### config.mk
export PLATFORM = sky130hd
export DESIGN_NAME = utf8_stream_decoder_with_markers
export DESIGN_NICKNAME = d
export VERILOG_FILES = /design/src/rtl/core/utf8d_pkg.sv /design/src/rtl/core/utf8d_step.sv /design/src/rtl/core/utf8_stream_decoder_with_markers.sv
export SDC_FILE = /design/constraint.sdc
export NUM_CORES = 1
export LEC_CHECK = 0
export BUFFER_PORTS_ARGS = -buffer_cell sky130_fd_sc_hd__buf_2
export CORE_ASPECT_RATIO = 1.1
export CORE_MARGIN = 2
export CORE_UTILIZATION = 40
export CTS_BUF_LIST = sky130_fd_sc_hd__clkbuf_2 sky130_fd_sc_hd__clkbuf_4 sky130_fd_sc_hd__clkbuf_8
export CTS_CLUSTER_DIAMETER = 50
export DETAILED_ROUTE_END_ITERATION = 12
export PLACE_DENSITY = 0.72
export SYNTH_ARGS = -nofsm -noshare
export SYNTH_HDL_FRONTEND = slang
export SYNTH_SLANG_ARGS = --single-unit
### constraint.sdc
create_clock -name clk -period 2.4 [get_ports clk]
set_input_delay 0.72 -clock clk [delete_from_list [all_inputs] [get_ports clk]]
set_output_delay 0.72 -clock clk [all_outputs]
set_load 0.005 [all_outputs]
### src/rtl/core/utf8d_pkg.sv
// Shared types and constants for the UTF-8 stream decoder.
package utf8d_pkg;

  localparam int unsigned VALUE_W = 21;
  localparam int unsigned LEN_W   = 3;
  localparam int unsigned REM_W   = 2;

  localparam logic [7:0] MARK_LO = 8'h81;
  localparam logic [7:0] MARK_HI = 8'h85;

  typedef enum logic [1:0] {
    KIND_CODE = 2'd0,
    KIND_MARK = 2'd1,
    KIND_ERR  = 2'd2
  } kind_t;

  // Sequence state carried from one byte to the next.
  typedef struct packed {
    logic [REM_W-1:0]   bytes_remaining;
    logic [VALUE_W-1:0] partial_value;
    logic [LEN_W-1:0]   sequence_length;
  } seq_state_t;

  // One result as produced by the decode step.
  typedef struct packed {
    logic               valid;
    kind_t              kind;
    logic [VALUE_W-1:0] value;
    logic [LEN_W-1:0]   byte_len;
  } result_t;

endpackage

### src/rtl/core/utf8d_step.sv
// Combinational decode of one byte against the current sequence state.
module utf8d_step
  import utf8d_pkg::*;
(
  input  logic [7:0] data_byte,
  input  seq_state_t state_cur,
  output seq_state_t state_nxt,
  output result_t    result
);

  logic [VALUE_W-1:0] shifted;
  logic [REM_W-1:0]   rem_dec;

  assign shifted = {state_cur.partial_value[VALUE_W-7:0], data_byte[5:0]};
  assign rem_dec = state_cur.bytes_remaining - REM_W'(1);

  always_comb begin
    state_nxt       = state_cur;
    result.valid    = 1'b0;
    result.kind     = KIND_CODE;
    result.value    = '0;
    result.byte_len = LEN_W'(1);

    if (state_cur.bytes_remaining != '0) begin
      // Inside a sequence every byte counts as a continuation.
      state_nxt.bytes_remaining = rem_dec;
      if (rem_dec != '0) begin
        state_nxt.partial_value = shifted;
      end else begin
        result.valid              = 1'b1;
        result.kind               = KIND_CODE;
        result.value              = shifted;
        result.byte_len           = state_cur.sequence_length;
        state_nxt.partial_value   = '0;
        state_nxt.sequence_length = '0;
      end
    end else if (data_byte >= MARK_LO && data_byte <= MARK_HI) begin
      result.valid = 1'b1;
      result.kind  = KIND_MARK;
      result.value = VALUE_W'(data_byte);
    end else if (data_byte[7:4] == 4'hF) begin
      state_nxt.partial_value   = VALUE_W'(data_byte[2:0]);
      state_nxt.sequence_length = LEN_W'(4);
      state_nxt.bytes_remaining = REM_W'(3);
    end else if (data_byte[7:4] == 4'hE) begin
      state_nxt.partial_value   = VALUE_W'(data_byte[3:0]);
      state_nxt.sequence_length = LEN_W'(3);
      state_nxt.bytes_remaining = REM_W'(2);
    end else if (data_byte[7:5] == 3'b110) begin
      state_nxt.partial_value   = VALUE_W'(data_byte[4:0]);
      state_nxt.sequence_length = LEN_W'(2);
      state_nxt.bytes_remaining = REM_W'(1);
    end else if (!data_byte[7]) begin
      result.valid = 1'b1;
      result.kind  = KIND_CODE;
      result.value = VALUE_W'(data_byte[6:0]);
    end else begin
      result.valid = 1'b1;
      result.kind  = KIND_ERR;
    end
  end

endmodule

### src/rtl/core/utf8_stream_decoder_with_markers.sv
// Top level of the UTF-8 stream decoder with framing markers.
//
// One raw byte enters per item on the in_ channel (valid/ready); decoded
// results leave on the out_ channel (valid/ready) as kind, value and byte_len.
// A complete code point, a framing marker (bytes 0x81 to 0x85 at lead
// position) or a malformed lead each give one result item; lead and
// continuation bytes that do not finish a sequence give none.
// An accepted byte is held in an input register and decoded combinationally
// against the sequence state; its result is written to the output register
// once that register is free and is offered from there. The block sustains
// one byte per cycle while the receiver does not stall; that figure is set by
// the single decode pass between the input and output registers.
// When the receiver stalls, the output register holds its result and a byte
// that produces no result still moves on; a byte that would produce a result
// waits in the input register, and in_ready falls only once that register is
// occupied and cannot drain. Reset empties both registers and returns the
// sequence state to idle, so the next byte is read as a lead byte.
module utf8_stream_decoder_with_markers
  import utf8d_pkg::*;
(
  input  logic               clk,
  input  logic               rst_n,
  input  logic               in_valid,
  output logic               in_ready,
  input  logic [7:0]         in_data_byte,
  output logic               out_valid,
  input  logic               out_ready,
  output logic [1:0]         out_kind,
  output logic [VALUE_W-1:0] out_value,
  output logic [LEN_W-1:0]   out_byte_len
);

  // Input register.
  logic       in_valid_r;
  logic [7:0] in_byte_r;

  // Sequence state and output register.
  seq_state_t         state_r;
  seq_state_t         state_nxt;
  result_t            result;
  logic               out_valid_r;
  kind_t              out_kind_r;
  logic [VALUE_W-1:0] out_value_r;
  logic [LEN_W-1:0]   out_len_r;

  logic out_free;
  logic advance;

  utf8d_step u_step (
    .data_byte (in_byte_r),
    .state_cur (state_r),
    .state_nxt (state_nxt),
    .result    (result)
  );

  // The output register can take a new result when empty or being drained.
  assign out_free = !out_valid_r || out_ready;
  // The held byte is consumed when it needs no output slot or one is free.
  assign advance  = in_valid_r && (!result.valid || out_free);
  assign in_ready = !in_valid_r || advance;

  always_ff @(posedge clk) begin
    if (!rst_n) begin
      in_valid_r  <= 1'b0;
      out_valid_r <= 1'b0;
      state_r     <= '0;
    end else begin
      if (in_ready) begin
        in_valid_r <= in_valid;
      end
      if (advance) begin
        state_r <= state_nxt;
      end
      if (advance && result.valid) begin
        out_valid_r <= 1'b1;
      end else if (out_ready) begin
        out_valid_r <= 1'b0;
      end
    end
  end

  // Payload registers carry no reset.
  always_ff @(posedge clk) begin
    if (in_ready && in_valid) begin
      in_byte_r <= in_data_byte;
    end
    if (advance && result.valid) begin
      out_kind_r  <= result.kind;
      out_value_r <= result.value;
      out_len_r   <= result.byte_len;
    end
  end

  assign out_valid    = out_valid_r;
  assign out_kind     = out_kind_r;
  assign out_value    = out_value_r;
  assign out_byte_len = out_len_r;

  // An open sequence always has more total bytes than bytes still to come.
  a_open_len : assert property (@(posedge clk) disable iff (!rst_n)
    (state_r.bytes_remaining != '0) |->
      ({1'b0, state_r.bytes_remaining} < state_r.sequence_length))
    else $error("sequence length inconsistent with bytes remaining");

  // When idle the stored sequence length is cleared.
  a_idle_len : assert property (@(posedge clk) disable iff (!rst_n)
    (state_r.bytes_remaining == '0) |-> (state_r.sequence_length == '0))
    else $error("stale sequence length while idle");

  // A new result only appears after a byte was held in the input register.
  a_out_source : assert property (@(posedge clk) disable iff (!rst_n)
    $rose(out_valid_r) |-> $past(in_valid_r))
    else $error("result produced without an input byte");

  // Markers are single bytes within the marker range.
  a_marker : assert property (@(posedge clk) disable iff (!rst_n)
    (out_valid_r && out_kind_r == KIND_MARK) |->
      (out_len_r == LEN_W'(1) && out_value_r >= VALUE_W'(MARK_LO) &&
       out_value_r <= VALUE_W'(MARK_HI)))
    else $error("malformed marker result");

  // Errors carry a zero value and consume one byte.
  a_error : assert property (@(posedge clk) disable iff (!rst_n)
    (out_valid_r && out_kind_r == KIND_ERR) |->
      (out_len_r == LEN_W'(1) && out_value_r == '0))
    else $error("malformed error result");

endmodule
==> impl_metrics.tcl <==
set metrics [dict create \
    avgViaCountPerCell 4.93 \
    pwr_density_cell_nw_per_um2 645 \
    postSynthCellCount 193 \
    die_h_um 83.7 \
    grt_overflow 0 \
    routed.top_layer "met4" \
    whs_path_depth 2 \
    p_leak_nw 0.994 \
    die-area_um2 6390 \
    synth_cell_types 36 \
    drive_above_1_share_pct 27.0 \
    placed_area_um2 2570 \
    drt_wl_total_um 3890 \
    tritoncts "built" \
    min_from "state_r[1]" \
    post-route-min-period_ns 2.05 \
    dr_wl_met2_um 1770 \
    synth_seq_cells 56 \
    ir_worst_vdd_mv 0.289 \
    cts-root-buf "clkbuf_8" \
    rsz0062_at_grt "no" \
    drt_first_iter_violations 104 \
    synth_nets 205 \
    grt_max_degree 29 \
    finalPower_mw 1.72 \
    ant_nets 0 \
    p_int_mw 1.31 \
    place_congestion 0.875 \
    finalWorstSetupSlack_ns 0.350 \
    outcome "finished, final reports clean" \
    portBuffers 39 \
    final_nets 244 \
    worst_slew_pin_slew_ns 0.504 \
    antenna_found_initial 0 \
    syn_to_final_growth_pct 15.5 \
    cts_hold_buf 0 \
    syn_area_um2 2310 \
    path_max_fanout 13 \
    dp_slack_ns 0.372 \
    min_period_over_period_pct 85.4 \
    skew_ns 0.00982 \
    combinationalPowerShare_pct 6.5 \
    seq_area_frac_synth_pct 63.3 \
    cp-end-kind "output pin" \
    drc 0 \
    core_area_um2 5660 \
    fp-row-count 29 \
    final_area_um2 2660 \
    grt_pass1_vias 1359 \
    p_switching_mw 0.406 \
    worst_hold_path_type "reg -> reg" \
    slowest_delay_ns 0.57 \
    post_cts_buffers 0 \
    crit_family "flip-flops" \
    path_cells "nor2b_1 -> o211ai_1 -> buf_2" \
    fmax_mhz 488 \
    rr_endpoint "out_value[6]" \
    holdPathEnd "state_r[1]" \
    vias 1528 \
    initial_core_util_pct 40.8 \
    htreeDepth 2 \
    cp_slowest_cell "dfxtp_1" \
    crit_required_ns 1.68 \
    path_buf_inv 1 \
    r2r_start "state_r[25]" \
    avgRoutedWirePerCell_um 12.5 \
    syn_area_per_cell_um2 12.0 \
    clk_path_buf_depth 2 \
    clk_pin_slew_ns 0.10 \
    worstPathArrival_ns 1.33 \
    grt_pass1_wl_um 6430 \
    p_seq_share_pct 62.5 \
    hpwl_um 2750 \
    track_usage_pct 13.0 \
    tns_ns 0 \
    route.met3.wl_um 212 \
    worstSkewPairLatency_ns 0.32 \
    setup_violations 0 \
    reg2reg_depth 4 \
    maxSlewViolCount 0 \
    mostFrequentLayoutCells "buf_2 (39), edfxtp_1 (34), nand2_1 (23)" \
    max-slew-margin-rel_pct 66.0 \
    critical_path_class "reg -> out" \
    cts_num_sinks 56 \
    antenna_cells 0 \
    switching_share_pct 23.6 \
    hold_violations 0 \
    pwr-share-clk_pct 31.0 \
    drt_pass1_iterations 4 \
    regToRegSetupSlack_ns 0.66 \
    io_pins 40 \
    numCtsBuffers 5 \
    wl_met1_um 1810 \
    final_common_cell "buf_2" \
    yosys_warnings 0 \
    start_kind "flop" \
    post_cts_resized 0 \
    max_cap_violations 0 \
    die_w_um 76.4 \
]
-- cell type report --
| class | instances | area [µm²] |
|---|---|---|
| well taps | 77 | 96.3 |
| inverters | 4 | 15.0 |
| fillers | 534 | 3000 |
| clock buffers | 5 | 68.8 |
| repair buffers | 44 | 233 |
| multi-input cells | 121 | 764 |
| flip-flops and latches | 56 | 1460 |
| clock inverters | 3 | 25.0 |
-- synthesized netlist by cell type (all sizes together) --
cell | count | area share (%)
dfxtp | 22 | 19
or3 | 2 | 0.54
nand2b | 5 | 1.4
nand3 | 5 | 1.1
nand3b | 1 | 0.33
nand4 | 11 | 3.0
o21bai | 1 | 0.33
and4 | 1 | 0.38
o21ai | 13 | 4.4
buf | 6 | 2.0
nor2b | 3 | 0.81
and2b | 1 | 0.33
inv | 4 | 0.65
o31ai | 1 | 0.33
a32oi | 1 | 0.38
a21oi | 6 | 1.3
o2111ai | 1 | 0.38
or4 | 1 | 0.33
o221a | 1 | 0.49
o211ai | 1 | 0.33
a22oi | 1 | 0.33
nand2 | 23 | 3.7
nor2 | 5 | 0.81
edfxtp | 34 | 44
and2 | 20 | 5.4
clkbuf | 6 | 0.98
a311oi | 1 | 0.38
mux2i | 8 | 3.5
o221ai | 1 | 0.38
and3b | 1 | 0.38
or2 | 1 | 0.27
nor4b | 2 | 0.76
nor3b | 3 | 0.98
-- state kept, by name, summed over array words and instances (netlist names) --
register and cells:
in_byte_r 8, in_valid_r 1, out_byte_len 3, out_kind 2
out_valid 1, out_value 21, state_r 20
-- logic make-up (layout without fill, tap and decap cells) --
| logic type | after synthesis | in the layout | share of synthesized area [%] |
|---|---|---|---|
| AO/OA/AOI/OAI | 28 | 28 | 9.06 |
| buffers and inverters | 16 | 56 | 3.63 |
| flip-flops | 56 | 56 | 63.3 |
| multiplexers | 8 | 8 | 3.47 |
| AND/OR/NAND/NOR | 85 | 85 | 20.5 |
-- layer usage --
layer	global-route usage, %	vias to the layer above
met4	6.94	0
met1	17.5	703
met5	0	-
met3	2.92	5
li1	-	772
met2	19.5	48
-- worst reg2reg max path: stages (launching register included) --
cell	delay (ns)
dfxtp_1	0.44
nor2b_1	0.25
o21ai_0	0.17
nor2_2	0.22
buf_4	0.32
-- power by group through the flow --
| stage | registers, mW | logic (mW) | clock network (mW) |
|---|---|---|---|
| after global routing | 1.08 | 0.125 | 0.576 |
| after CTS | 1.07 | 0.114 | 0.543 |
| after detailed placement | 1.10 | 0.114 | 0 |
| final | 1.07 | 0.112 | 0.532 |
| after floorplan | 1.09 | 0.0701 | 0 |
| after global placement | 1.10 | 0.112 | 0 |
-- how the worst max path moves through the flow --
stage                 endpoint  cells past startpoint         start  slack (ns)
5_1_grt               in_ready                      3   state_r[25]        0.25
6_report              in_ready                      3   state_r[25]        0.35
3_3_place_gp          in_ready                      4     out_ready        0.39
2_1_floorplan  out_byte_len[0]                      2     out_ready        0.12
3_5_place_dp          in_ready                      4     out_ready        0.37
4_1_cts               in_ready                      3  in_byte_r[6]        0.34
-- metrics by stage --
stage               utilization (%)  hold slack, ns  cells
CTS                            47.1           0.464    310
detailed placement             45.4           0.449    302
global route                   47.1           0.476    310
global placement               45.4           0.442    302
floorplan                         -           0.433    193
finish                         47.1           0.461    310
Note: power is estimated with default switching activity, not from simulation.
